[src/rtl/assert_macros.svh]
// assertion macros shared by the rtl files
`ifndef ASSERT_MACROS_SVH
`define ASSERT_MACROS_SVH

// same-cycle implication, checked at every rising edge outside reset
`define ASSERT_SAME(label, clk, rst_n, ante, cons, msg) \
    label: assert property (@(posedge clk) disable iff (!rst_n) (ante) |-> (cons)) \
        else $error(msg);

// next-cycle implication, checked at every rising edge outside reset
`define ASSERT_NEXT(label, clk, rst_n, ante, cons, msg) \
    label: assert property (@(posedge clk) disable iff (!rst_n) (ante) |=> (cons)) \
        else $error(msg);

`endif

[src/rtl/psfa_pkg.sv]
package psfa_pkg;

    // configuration port geometry
    localparam int CFG_IDX_W  = 3;
    localparam int CFG_DATA_W = 32;

    // register indexes
    typedef enum logic [CFG_IDX_W-1:0] {
        REG_PROP_GAIN   = 3'd0,
        REG_INTEG_GAIN  = 3'd1,
        REG_DERIV_GAIN  = 3'd2,
        REG_INTEG_LIMIT = 3'd3,
        REG_OUT_LIMIT   = 3'd4,
        REG_DEAD_BAND   = 3'd5
    } reg_index_t;

    // filter weights in q0.16, they sum to one
    localparam logic [31:0] W_NEW = 32'd19661;
    localparam logic [31:0] W_OLD = 32'd45875;

    // rounding offset for q16.16 products
    localparam logic signed [63:0] HALF_Q16_64 = 64'sd32768;
    localparam logic signed [48:0] HALF_Q16_49 = 49'sd32768;

    localparam logic [30:0] DEAD_BAND_RST = 31'd19661;

    // saturate a 33-bit signed value to 32 bits
    function automatic logic signed [31:0] sat33(input logic signed [32:0] v);
        logic signed [31:0] r;
        if (v[32] != v[31]) begin
            r = v[32] ? 32'sh8000_0000 : 32'sh7fff_ffff;
        end else begin
            r = v[31:0];
        end
        return r;
    endfunction

    // round a q32.32 product to q16.16 and saturate to 32 bits
    function automatic logic signed [31:0] rnd_q16(input logic signed [63:0] p);
        logic signed [63:0] r;
        logic signed [47:0] q;
        logic signed [31:0] s;
        r = p + HALF_Q16_64;
        q = r[63:16];
        if (q[47:31] == {17{q[47]}}) begin
            s = q[31:0];
        end else begin
            s = q[47] ? 32'sh8000_0000 : 32'sh7fff_ffff;
        end
        return s;
    endfunction

endpackage

[src/rtl/psfa_mul.sv]
// bit-serial multiplier: signed 32-bit operand times unsigned 32-bit operand,
// one multiplier bit per cycle, 64-bit product after 32 steps
module psfa_mul (
    input  logic               aclk,
    input  logic               aresetn,
    input  logic               start,
    input  logic signed [31:0] a,
    input  logic        [31:0] b,
    output logic               done,
    output logic signed [63:0] product
);
    import psfa_pkg::*;

    `include "assert_macros.svh"

    logic signed [32:0] hi_reg;
    logic signed [32:0] hi_next;
    logic        [31:0] lo_reg;
    logic        [31:0] lo_next;
    logic signed [31:0] a_reg;
    logic        [4:0]  cnt_reg;
    logic               busy_reg;
    logic               done_reg;
    logic signed [33:0] part_sum;

    // one shift-add step: add the operand when the low bit is set, shift right
    always_comb begin
        if (lo_reg[0]) begin
            part_sum = {hi_reg[32], hi_reg} + {{2{a_reg[31]}}, a_reg};
        end else begin
            part_sum = {hi_reg[32], hi_reg};
        end
        hi_next = part_sum[33:1];
        lo_next = {part_sum[0], lo_reg[31:1]};
    end

    // control
    always_ff @(posedge aclk) begin
        if (!aresetn) begin
            busy_reg <= 1'b0;
            done_reg <= 1'b0;
            cnt_reg  <= '0;
        end else begin
            done_reg <= 1'b0;
            if (start) begin
                busy_reg <= 1'b1;
                cnt_reg  <= '0;
            end else if (busy_reg) begin
                cnt_reg <= cnt_reg + 5'd1;
                if (cnt_reg == 5'd31) begin
                    busy_reg <= 1'b0;
                    done_reg <= 1'b1;
                end
            end
        end
    end

    // datapath shift registers
    always_ff @(posedge aclk) begin
        if (start) begin
            hi_reg <= '0;
            lo_reg <= b;
            a_reg  <= a;
        end else if (busy_reg) begin
            hi_reg <= hi_next;
            lo_reg <= lo_next;
        end
    end

    assign done    = done_reg;
    assign product = {hi_reg[31:0], lo_reg};

    `ASSERT_SAME(a_no_restart, aclk, aresetn, start, !busy_reg, "multiplier restarted while busy")
    `ASSERT_NEXT(a_done_ends, aclk, aresetn, done_reg, !done_reg && !busy_reg, "done not a single pulse")

endmodule

[src/rtl/pid_step_filtered_antiwindup_unit.sv]
// channel   dir  payload (low bits first)          handshake
// s_        in   setpoint[31:0] measured[63:32]    s_tvalid / s_tready
// m_        out  drive[31:0] loop_error[63:32]     m_tvalid / m_tready
// cfg_      in   cfg_index, cfg_wdata              cfg_we, no wait
//
// a step runs five multiplies (start, 32 shift-add steps, done) on the shared
// bit-serial multiplier plus one state each for error, derivative, sum, clamp, drive.
// s_tready is high only while no step is in flight; the result register lets
// a new item in while the previous result waits for m_tready, and a step that
// reaches its drive state holds there until that result register is free.
// reset is synchronous on aresetn and clears the loop state and the gain and limit
// registers; it sets the dead band register to DEAD_BAND_RST.
module pid_step_filtered_antiwindup_unit (
    input  logic                             aclk,
    input  logic                             aresetn,
    // configuration write port
    input  logic                             cfg_we,
    input  logic [psfa_pkg::CFG_IDX_W-1:0]   cfg_index,
    input  logic [psfa_pkg::CFG_DATA_W-1:0]  cfg_wdata,
    // input stream
    input  logic                             s_tvalid,
    output logic                             s_tready,
    input  logic [63:0]                      s_tdata,   // setpoint, measured
    // result stream
    output logic                             m_tvalid,
    input  logic                             m_tready,
    output logic [63:0]                      m_tdata    // drive, loop_error
);
    import psfa_pkg::*;

    `include "assert_macros.svh"

    typedef enum logic [10:0] {
        S_IDLE  = 11'b000_0000_0001,
        S_FNEW  = 11'b000_0000_0010,
        S_FOLD  = 11'b000_0000_0100,
        S_ERR   = 11'b000_0000_1000,
        S_DER   = 11'b000_0001_0000,
        S_PROP  = 11'b000_0010_0000,
        S_DERIV = 11'b000_0100_0000,
        S_INTEG = 11'b000_1000_0000,
        S_SUM   = 11'b001_0000_0000,
        S_CLAMP = 11'b010_0000_0000,
        S_DRIVE = 11'b100_0000_0000
    } state_t;

    state_t state_reg;

    // configuration registers
    logic [31:0] prop_gain_reg;
    logic [31:0] integ_gain_reg;
    logic [31:0] deriv_gain_reg;
    logic [30:0] integ_limit_reg;
    logic [30:0] out_limit_reg;
    logic [30:0] dead_band_reg;

    // loop state
    logic signed [31:0] prev_sample_reg;
    logic signed [31:0] prev_error_reg;
    logic signed [31:0] accum_reg;

    // step working registers
    logic signed [31:0] setpoint_reg;
    logic signed [31:0] measured_reg;
    logic signed [48:0] filt_sum_reg;
    logic signed [31:0] err_reg;
    logic signed [31:0] der_reg;
    logic signed [31:0] pout_reg;
    logic signed [31:0] dout_reg;
    logic signed [31:0] inc_reg;
    logic signed [33:0] pd_reg;
    logic signed [33:0] test_reg;
    logic signed [31:0] acc_sum_reg;
    logic signed [31:0] acc_new_reg;
    logic               dead_reg;

    // multiplier interface
    logic               mul_start_reg;
    logic signed [31:0] mul_a_reg;
    logic        [31:0] mul_b_reg;
    logic               mul_done;
    logic signed [63:0] mul_product;
    logic signed [31:0] mul_rnd;

    // output register
    logic               m_tvalid_reg;
    logic signed [31:0] drive_reg;
    logic signed [31:0] loop_error_reg;

    // combinational step arithmetic
    logic signed [31:0] filt;
    logic signed [31:0] err_sat;
    logic signed [31:0] der_sat;
    logic signed [33:0] pd_sum;
    logic signed [33:0] test_sum;
    logic signed [31:0] acc_sat;
    logic signed [33:0] olim;
    logic signed [32:0] ilim;
    logic               over_lim;
    logic               under_lim;
    logic               do_integ;
    logic signed [31:0] acc_pick;
    logic signed [31:0] acc_clamp;
    logic        [32:0] err_mag;
    logic               dead_now;
    logic signed [33:0] drv_sum;
    logic signed [31:0] drv_clamp;
    logic               out_free;
    logic               out_load;
    logic               in_xfer;

    psfa_mul u_mul (
        .aclk    (aclk),
        .aresetn (aresetn),
        .start   (mul_start_reg),
        .a       (mul_a_reg),
        .b       (mul_b_reg),
        .done    (mul_done),
        .product (mul_product)
    );

    assign mul_rnd  = rnd_q16(mul_product);
    assign s_tready = (state_reg == S_IDLE);
    assign in_xfer  = s_tvalid && s_tready;
    assign out_free = !m_tvalid_reg || m_tready;
    assign out_load = (state_reg == S_DRIVE) && out_free;

    // error, derivative and the final sums and clamps
    always_comb begin
        filt     = filt_sum_reg[47:16];
        err_sat  = sat33({setpoint_reg[31], setpoint_reg} - {filt[31], filt});
        der_sat  = sat33({err_reg[31], err_reg} - {prev_error_reg[31], prev_error_reg});
        pd_sum   = {{2{pout_reg[31]}}, pout_reg} + {{2{dout_reg[31]}}, dout_reg};
        test_sum = pd_sum + {{2{accum_reg[31]}}, accum_reg};
        acc_sat  = sat33({accum_reg[31], accum_reg} + {inc_reg[31], inc_reg});

        // conditional integration against the output limit
        olim      = $signed({3'b000, out_limit_reg});
        over_lim  = test_reg > olim;
        under_lim = test_reg < -olim;
        if (over_lim) begin
            do_integ = err_reg[31];
        end else if (under_lim) begin
            do_integ = !err_reg[31] && (err_reg != 32'sd0);
        end else begin
            do_integ = 1'b1;
        end
        acc_pick = do_integ ? acc_sum_reg : accum_reg;

        // integral clamp
        ilim = $signed({2'b00, integ_limit_reg});
        if ($signed({acc_pick[31], acc_pick}) > ilim) begin
            acc_clamp = ilim[31:0];
        end else if ($signed({acc_pick[31], acc_pick}) < -ilim) begin
            acc_clamp = 32'(-ilim);
        end else begin
            acc_clamp = acc_pick;
        end

        // deadband on error magnitude
        err_mag  = err_reg[31] ? 33'(-{err_reg[31], err_reg}) : {1'b0, err_reg};
        dead_now = err_mag < {2'b00, dead_band_reg};

        // output clamp
        drv_sum = pd_reg + {{2{acc_new_reg[31]}}, acc_new_reg};
        if (drv_sum > olim) begin
            drv_clamp = olim[31:0];
        end else if (drv_sum < -olim) begin
            drv_clamp = 32'(-olim);
        end else begin
            drv_clamp = drv_sum[31:0];
        end
    end

    // configuration writes
    always_ff @(posedge aclk) begin
        if (!aresetn) begin
            prop_gain_reg   <= '0;
            integ_gain_reg  <= '0;
            deriv_gain_reg  <= '0;
            integ_limit_reg <= '0;
            out_limit_reg   <= '0;
            dead_band_reg   <= DEAD_BAND_RST;
        end else if (cfg_we) begin
            case (cfg_index)
                REG_PROP_GAIN:   prop_gain_reg   <= cfg_wdata;
                REG_INTEG_GAIN:  integ_gain_reg  <= cfg_wdata;
                REG_DERIV_GAIN:  deriv_gain_reg  <= cfg_wdata;
                REG_INTEG_LIMIT: integ_limit_reg <= cfg_wdata[30:0];
                REG_OUT_LIMIT:   out_limit_reg   <= cfg_wdata[30:0];
                REG_DEAD_BAND:   dead_band_reg   <= cfg_wdata[30:0];
                default: begin
                end
            endcase
        end
    end

    // step sequencer
    always_ff @(posedge aclk) begin
        if (!aresetn) begin
            state_reg       <= S_IDLE;
            mul_start_reg   <= 1'b0;
            prev_sample_reg <= '0;
            prev_error_reg  <= '0;
            accum_reg       <= '0;
        end else begin
            mul_start_reg <= 1'b0;
            case (state_reg)
                S_IDLE: begin
                    if (in_xfer) begin
                        mul_a_reg     <= s_tdata[63:32];
                        mul_b_reg     <= W_NEW;
                        mul_start_reg <= 1'b1;
                        state_reg     <= S_FNEW;
                    end
                end
                S_FNEW: begin
                    if (mul_done) begin
                        mul_a_reg     <= prev_sample_reg;
                        mul_b_reg     <= W_OLD;
                        mul_start_reg <= 1'b1;
                        state_reg     <= S_FOLD;
                    end
                end
                S_FOLD: begin
                    if (mul_done) begin
                        state_reg <= S_ERR;
                    end
                end
                S_ERR: begin
                    state_reg <= S_DER;
                end
                S_DER: begin
                    mul_a_reg     <= err_reg;
                    mul_b_reg     <= prop_gain_reg;
                    mul_start_reg <= 1'b1;
                    state_reg     <= S_PROP;
                end
                S_PROP: begin
                    if (mul_done) begin
                        mul_a_reg     <= der_reg;
                        mul_b_reg     <= deriv_gain_reg;
                        mul_start_reg <= 1'b1;
                        state_reg     <= S_DERIV;
                    end
                end
                S_DERIV: begin
                    if (mul_done) begin
                        mul_a_reg     <= err_reg;
                        mul_b_reg     <= integ_gain_reg;
                        mul_start_reg <= 1'b1;
                        state_reg     <= S_INTEG;
                    end
                end
                S_INTEG: begin
                    if (mul_done) begin
                        state_reg <= S_SUM;
                    end
                end
                S_SUM: begin
                    state_reg <= S_CLAMP;
                end
                S_CLAMP: begin
                    state_reg <= S_DRIVE;
                end
                S_DRIVE: begin
                    if (out_free) begin
                        prev_sample_reg <= measured_reg;
                        prev_error_reg  <= err_reg;
                        accum_reg       <= dead_reg ? 32'sd0 : acc_new_reg;
                        state_reg       <= S_IDLE;
                    end
                end
                default: begin
                    state_reg <= S_IDLE;
                end
            endcase
        end
    end

    // step datapath registers
    always_ff @(posedge aclk) begin
        if (in_xfer) begin
            setpoint_reg <= s_tdata[31:0];
            measured_reg <= s_tdata[63:32];
        end
        if (state_reg == S_FNEW && mul_done) begin
            filt_sum_reg <= mul_product[48:0];
        end
        if (state_reg == S_FOLD && mul_done) begin
            filt_sum_reg <= filt_sum_reg + mul_product[48:0] + HALF_Q16_49;
        end
        if (state_reg == S_ERR) begin
            err_reg <= err_sat;
        end
        if (state_reg == S_DER) begin
            der_reg <= der_sat;
        end
        if (state_reg == S_PROP && mul_done) begin
            pout_reg <= mul_rnd;
        end
        if (state_reg == S_DERIV && mul_done) begin
            dout_reg <= mul_rnd;
        end
        if (state_reg == S_INTEG && mul_done) begin
            inc_reg <= mul_rnd;
        end
        if (state_reg == S_SUM) begin
            pd_reg      <= pd_sum;
            test_reg    <= test_sum;
            acc_sum_reg <= acc_sat;
        end
        if (state_reg == S_CLAMP) begin
            acc_new_reg <= acc_clamp;
            dead_reg    <= dead_now;
        end
    end

    // result register
    always_ff @(posedge aclk) begin
        if (!aresetn) begin
            m_tvalid_reg <= 1'b0;
        end else if (out_load) begin
            m_tvalid_reg <= 1'b1;
        end else if (m_tready) begin
            m_tvalid_reg <= 1'b0;
        end
    end

    always_ff @(posedge aclk) begin
        if (out_load) begin
            drive_reg      <= dead_reg ? 32'sd0 : drv_clamp;
            loop_error_reg <= err_reg;
        end
    end

    assign m_tvalid = m_tvalid_reg;
    assign m_tdata  = {loop_error_reg, drive_reg};

    `ASSERT_SAME(a_done_in_mul_state, aclk, aresetn, mul_done, (state_reg == S_FNEW) || (state_reg == S_FOLD) || (state_reg == S_PROP) || (state_reg == S_DERIV) || (state_reg == S_INTEG), "multiplier done outside a multiply state")
    `ASSERT_NEXT(a_accept_starts, aclk, aresetn, in_xfer, mul_start_reg && !s_tready, "accepted item did not start the filter multiply")
    `ASSERT_NEXT(a_drive_clamped, aclk, aresetn, out_load, ($signed({drive_reg[31], drive_reg}) <= $signed({2'b00, $past(out_limit_reg)})) && ($signed({drive_reg[31], drive_reg}) >= -$signed({2'b00, $past(out_limit_reg)})), "drive beyond output limit")
    `ASSERT_NEXT(a_dead_zero, aclk, aresetn, out_load && dead_reg, (drive_reg == 32'sd0) && (accum_reg == 32'sd0), "deadband did not zero drive and integral")

endmodule

[config.mk]
export PLATFORM = sky130hd
export DESIGN_NAME = pid_step_filtered_antiwindup_unit
export DESIGN_NICKNAME = d
export VERILOG_FILES = /design/src/rtl/psfa_pkg.sv /design/src/rtl/psfa_mul.sv /design/src/rtl/pid_step_filtered_antiwindup_unit.sv
export VERILOG_INCLUDE_DIRS = /design/src /design/src/rtl
export SDC_FILE = /design/constraint.sdc
export NUM_CORES = 2
export LEC_CHECK = 0
export BUFFER_PORTS_ARGS = -buffer_cell sky130_fd_sc_hd__clkbuf_2
export CAP_MARGIN = 15
export CORE_ASPECT_RATIO = 1.75
export CORE_MARGIN = 2
export CORE_UTILIZATION = 50
export DETAILED_ROUTE_END_ITERATION = 8
export MAX_ROUTING_LAYER = met4
export PLACE_DENSITY = 0.72
export SLEW_MARGIN = 20
export SYNTH_ARGS = -nofsm -noshare
export SYNTH_HDL_FRONTEND = slang
export SYNTH_SLANG_ARGS = --single-unit
export TNS_END_PERCENT = 10
[constraint.sdc]
create_clock -name aclk -period 12.15 [get_ports aclk]
set_input_delay 0.6075 -clock aclk [delete_from_list [all_inputs] [get_ports aclk]]
set_output_delay 0.6075 -clock aclk [all_outputs]
set_load 0.1 [all_outputs]
Yosys cells after proc, flatten, opt, wreduce, memory -nomap -nowiden
Index checks and enable logic that the tools add are counted.
Widths: inputs -> output; s select.
{"block": "word_totals", "register_bits": 935, "in_bits": 104, "out_inout_bits": 66}
{"block": "classes", "n_addsub": 14, "order_cmp": 7, "eq_ne": 28, "n_mux": 49, "bitwise_logic": 2, "reduce_logical": 31}
{"operator": "$mux 32", "count": 22}
{"operator": "$pmux 32 s5", "count": 2}
{"operator": "$pmux 11 s11", "count": 1}
{"operator": "$add 33x32->34", "count": 3}
{"operator": "$mux 49", "count": 2}
{"operator": "$mux 11", "count": 7}
{"operator": "$gt 34x32->1", "count": 2}
{"operator": "$lt 34x34->1", "count": 2}
{"operator": "$add 32x32->33", "count": 2}
{"operator": "$mux 33", "count": 2}
{"operator": "$sub 32x32->33", "count": 2}
{"operator": "$add 64x17->64 const B", "count": 1}
{"operator": "$mux 31", "count": 2}
{"operator": "$add 49x16->49 const B", "count": 1}
{"operator": "$add 49x49->49", "count": 1}
{"operator": "$neg 31->34", "count": 1}
{"operator": "$lt 32x33->1", "count": 1}
{"operator": "$lt 33x31->1", "count": 1}
{"operator": "$neg 31->33", "count": 1}
{"operator": "$neg 33->33", "count": 1}
{"operator": "$gt 32x32->1", "count": 1}
{"operator": "$reduce_bool 32->1", "count": 1}
{"operator": "$eq 16x16->1", "count": 1}
{"operator": "$reduce_and 2->1", "count": 8}
{"operator": "32 further kinds", "count": 63}

Longest topological paths before layout
{"block": "logic_depth", "ltp_word": 8, "mapped_depth": 38}

Hierarchy
A second synthesis with hierarchy kept.
{"block": "unflattened", "cells_unflattened": 6154, "area_unflattened_um2": 58668.8}
{"mod": "pid_step_filtered_antiwindup_unit", "instances": 1, "cells_per_inst": 5601, "area_each_um2": 52761.9}
{"mod": "psfa_mul", "instances": 1, "cells_per_inst": 553, "area_each_um2": 5906.9}

Least setup slack after synthesis
No wires, ideal clock.
{"block": "synth_path", "path_kind": "register to register", "startpoint": "reg out_limit_reg[2]", "endpoint": "reg acc_new_reg[29], data pin", "setup_time_ns": 0.260, "arrival_time_ns": 7.803, "required_time_ns": 11.890, "path_slack_ns": 4.087, "path_stages_with_launch": 39, "cell_sequence": "dfxtp_1 > clkbuf_1 > nor3_1 > and3_1 > clkbuf_1 > and4_1 > nand2_1 > or4_1 > or3_1 > clkbuf_1 > nor3_1 > xnor2_1 > ha_1 > a21o_1 > a21oi_1 > nor2b_1 > o21ai_0 > nand3_1 > (+3 left out) > buf_2 > buf_2 > mux2_2 > ha_1 > a21o_1 > a21o_1 > a21o_1 > a21o_1 > a21o_1 > a21o_1 > a21oi_1 > o21a_1 > o211ai_1 > nor4_1 > or2_1 > clkbuf_1 > buf_6 > mux2_4"}
{"block": "synth_between", "elab_chain_cells": 8, "elab_cells_between_ends": 10}
{"element": "from (decl)", "line": "pid_step_filtered_antiwindup_unit.sv:54", "rtl": "logic [30:0] out_limit_reg;"}
{"element": "from (signal assigned)", "line": "pid_step_filtered_antiwindup_unit.sv:190", "rtl": "REG_OUT_LIMIT: out_limit_reg <= cfg_wdata[30:0];"}
{"element": "$neg 31->34"}
{"element": "$lt 34x34->1", "line": "pid_step_filtered_antiwindup_unit.sv:140", "rtl": "under_lim = test_reg < -olim;"}
{"element": "$mux 1", "line": "pid_step_filtered_antiwindup_unit.sv:143", "rtl": "end else if (under_lim) begin"}
{"element": "$mux 1 (*)", "line": "pid_step_filtered_antiwindup_unit.sv:141", "rtl": "if (over_lim) begin"}
{"element": "$mux 32 (*)", "line": "pid_step_filtered_antiwindup_unit.sv:148", "rtl": "acc_pick = do_integ ? acc_sum_reg : accum_reg;"}
{"element": "$lt 32x33->1", "line": "pid_step_filtered_antiwindup_unit.sv:154", "rtl": "end else if ($signed({acc_pick[31], acc_pick}) < -ilim) begin"}
{"element": "$mux 32", "line": "pid_step_filtered_antiwindup_unit.sv:154"}
{"element": "$mux 31 (*)", "line": "pid_step_filtered_antiwindup_unit.sv:152", "rtl": "if ($signed({acc_pick[31], acc_pick}) > ilim) begin"}
{"element": "via acc_clamp[29]", "line": "pid_step_filtered_antiwindup_unit.sv:103", "rtl": "logic signed [31:0] acc_clamp;"}
{"element": "to (signal assigned)", "line": "pid_step_filtered_antiwindup_unit.sv:314", "rtl": "acc_new_reg <= acc_clamp;"}
{"element": "to (decl)", "line": "pid_step_filtered_antiwindup_unit.sv:74", "rtl": "logic signed [31:0] acc_new_reg;"}
The timed path passes the listed nets; every way through them passes the cells marked *.
A chain may end at the register's enable or synchronous reset.

Worst setup path after layout
{"block": "layout_path", "startpoint": "reg out_limit_reg[0]", "endpoint": "reg acc_new_reg[23], data pin"}
Same word-level chain as after synthesis.

==> reports/metrics.csv <==
metric;value;unit
Clock Tree Buf Depth;3;
Worst EP required;12.64;ns
sw power;3.33;mW
Final Setup Violations;0;
Vias;46700;
post-CTS setup buffer count;0;
Post-CTS Hold Fix Bufs;0;
type of the worst min-delay path;primary input to flop;
Cell variety after synth;88;
max reg flops;48;
Worst Setup Start Kind;flop;
DP Cell Count;7488;
H-Tree Depth;3;
IO Port Bufs;169;
Syn-to-layout area delta;10.0;%
status;complete, but fails checks;
CP Capture Type;flop;
commonest non-fill, non-tap cell in the layout;nand2_1;
Worst path max stage delay;0.76;ns
Pleak;24.6;nW
Max transition margin;23.5;%
Die Y;455;um
asr flop ratio synth;0;%
Reg area;24700;um2
Max FO, Critical Path;31;
failing checks;DRC;
TritonCTS clock tree;yes;
Post-DP HPWL;148000;um
Max VDD drop;149;uV
Most Frequent Cell on Critical Path;nand2_1;
Worst Reg-to-Reg Cells;29;
Starting Density;50.3;%
syn_nets;6655;
Hold Startpoint;s_tdata[47];
core area;115000;um2
ys flop type;edfxtp_1;
EDFF count, synth;596;
hold depth;1;
DR vias/cell;6.09;
WL/cell;25.1;um
post-layout instance count excluding filler cells;7664;
worst r2r src;out_limit_reg[0]$_SDFFE_PN0P_;
cts bufs inserted;91;
initial DRC count;3627;
initial antenna violation count;7;
Synth Cell Area;58000;um2
PwrDens;156;nW/um2
Seq/Total Area, Yosys;42.5;%
post-route setup TNS;0;ns
reg-to-reg slack, setup;2.25;ns
final slew viol count;0;
commonest non-fill, non-tap cells in the layout;846 x nand2_1, 596 x edfxtp_1, 542 x ha_1;
Die X;261;um
row count;165;
CTS Root Cell;clkbuf_16;
maxcap violations;0;
final worst slack;2.25;ns
Die Footprint;119000;um2
clock-pin slew on the worst setup and hold paths;0.07;ns
Post-Syn Area per Cell;9.66;um2
Post-Place Setup Slack;2.43;ns
final worst path period share;81.5;%
IO Count;170;
Worst EP arrival;10.39;ns
hold path endpoint;measured_reg[15]$_DFFE_PP_;
DRC;2;
clock skew;0.0412;ns
final hold vios;0;
internal power;6.63;mW
share of layout cells above drive strength 1;8.98;%
gr usage total;33.0;%
grt total ovfl;0;
#FFs+latches synth;934;
CP Class;flop to flop;
largest net degree at the start of global routing;118;
clk_lat worst skew;0.74;ns
power share of the clock group;31.8;%
Critical-path top delay cell;nor4_1;
sequential power share;40.1;%
Final min period;9.90;ns
placer congestion estimate;0.974;
final WL;192000;um
RSZ-0062 raised after global routing;false;
PostCTS Resize Cnt;0;
ANT nets after route;0;
Syn. warnings;0;
multi-input logic area;31300;um2
Fillers;10100;
Comb pwr share;28.1;%
reg-to-reg endpoint;acc_new_reg[23]$_DFFE_PN_;
clock sink total;934;
Least-Margin Pin Slew;1.15;ns
vias in the first global route;46400;
Synth Instances;6001;
Final #Nets;6732;
Pre-antenna DRT Iters;9;
Switching Share;33.4;%
first-pass GRT wire length;283000;um
fmax;101;MHz
## Yosys cell counts (45+ instances only)
master    count  area share, %
nor3_1      107           0.92
maj3_1       45           0.78
nand2_1     847            5.5
inv_1       296            1.9
mux2i_1      67            1.2
xnor2_1     265            4.0
a21oi_1     356            3.1
mux2_2       66            1.3
edfxtp_1    596             31
a222oi_1     55           0.95
dfxtp_1     338             12
nand4_1      56           0.60
xor2_1       86            1.3
nor2b_1      63           0.68
ha_1        542             12
a211oi_1     59           0.76
o21a_1       48           0.62
o21ai_0     247            2.1
nand3_1     104           0.90
a31oi_1      45           0.49
nor2_1      305            2.0
clkbuf_1    245            1.6
a21boi_0    285            3.7
nand2b_1     57           0.61
a21o_1      193            2.5
## metrics by stage
stage	power, mW	utilization (%)	area [um2]	hold slack (ns)
finish	9.96	55.3	63800	0.0680
global route	10.4	55.3	63800	0.0484
CTS	9.98	55.3	63800	0.0387
detailed placement	6.82	52.4	60500	0.405
global placement	6.76	52.4	60500	0.401
floorplan	6.02	-	58000	0.400
## layer usage
| metal | vias up | wire, um | share of wire, % | track usage, % |
|---|---|---|---|---|
| met1 | 22300 | 62100 | 32 | 30.3 |
| met3 | 697 | 8700 | 4.5 | 4.07 |
| met4 | 0 | 21700 | 11 | 30.5 |
| met5 | - | 0 | 0 | - |
| li1 | 22100 | - | - | - |
| met2 | 1607 | 99600 | 52 | 58.7 |
## power groups by stage
| stage | sequential [mW] | combinational (mW) | clock, mW |
|---|---|---|---|
| final | 4.00 | 2.80 | 3.17 |
| after global routing | 4.02 | 3.08 | 3.31 |
| after CTS | 3.99 | 2.78 | 3.21 |
| after detailed placement | 4.06 | 2.76 | 0 |
| after global placement | 4.06 | 2.71 | 0 |
| after floorplan | 3.97 | 2.05 | 0 |
## worst max-delay path: cells and delay by family, from the launching register on
kind	cells	cell delay, ns
AND/OR/NAND/NOR	16	5.51
flip-flops	1	0.36
AO/OA/AOI/OAI	7	1.68
XOR/XNOR	1	0.22
adder cells (fa/ha/maj)	2	0.62
buffers and inverters	2	0.77
multiplexers	1	0.43
## cells by family (layout without fill, tap and decap cells)
logic type               count (synthesis)  in the layout  synth area share, %
AO/OA/AOI/OAI                         1603           1603                 18.7
XOR/XNOR                               351            351                 5.30
adder cells (fa/ha/maj)                595            595                 12.7
buffers and inverters                  569            725                 3.76
flip-flops                             934            934                 42.5
multiplexers                           134            134                 2.46
other                                    0              4                    0
AND/OR/NAND/NOR                       1815           1815                 14.5
## worst max-delay path by stage
| stage | from | to | slack (ns) | cells past startpoint |
|---|---|---|---|---|
| floorplan | out_limit_reg[2]$_SDFFE_PN0P_ | acc_new_reg[29]$_DFFE_PN_ | 4.09 | 38 |
| detailed placement | out_limit_reg[0]$_SDFFE_PN0P_ | acc_new_reg[23]$_DFFE_PN_ | 2.43 | 29 |
| finish | out_limit_reg[0]$_SDFFE_PN0P_ | acc_new_reg[23]$_DFFE_PN_ | 2.25 | 29 |
| CTS | out_limit_reg[0]$_SDFFE_PN0P_ | acc_new_reg[23]$_DFFE_PN_ | 2.34 | 29 |
| global placement | out_limit_reg[0]$_SDFFE_PN0P_ | acc_new_reg[23]$_DFFE_PN_ | 2.45 | 29 |
| global route | out_limit_reg[0]$_SDFFE_PN0P_ | acc_new_reg[23]$_DFFE_PN_ | 1.98 | 29 |
## final cells by class
class / instances / share of cell area [%]
clock buffers: 116 / 3.97
flip-flops and latches: 934 / 38.7
diodes: 4 / 0.0157
well taps: 1503 / 2.95
repair buffers: 257 / 2.37
multi-input cells: 4498 / 49.0
clock inverters: 56 / 1.26
inverters: 296 / 1.74
Power figures use the tool's default switching activity.
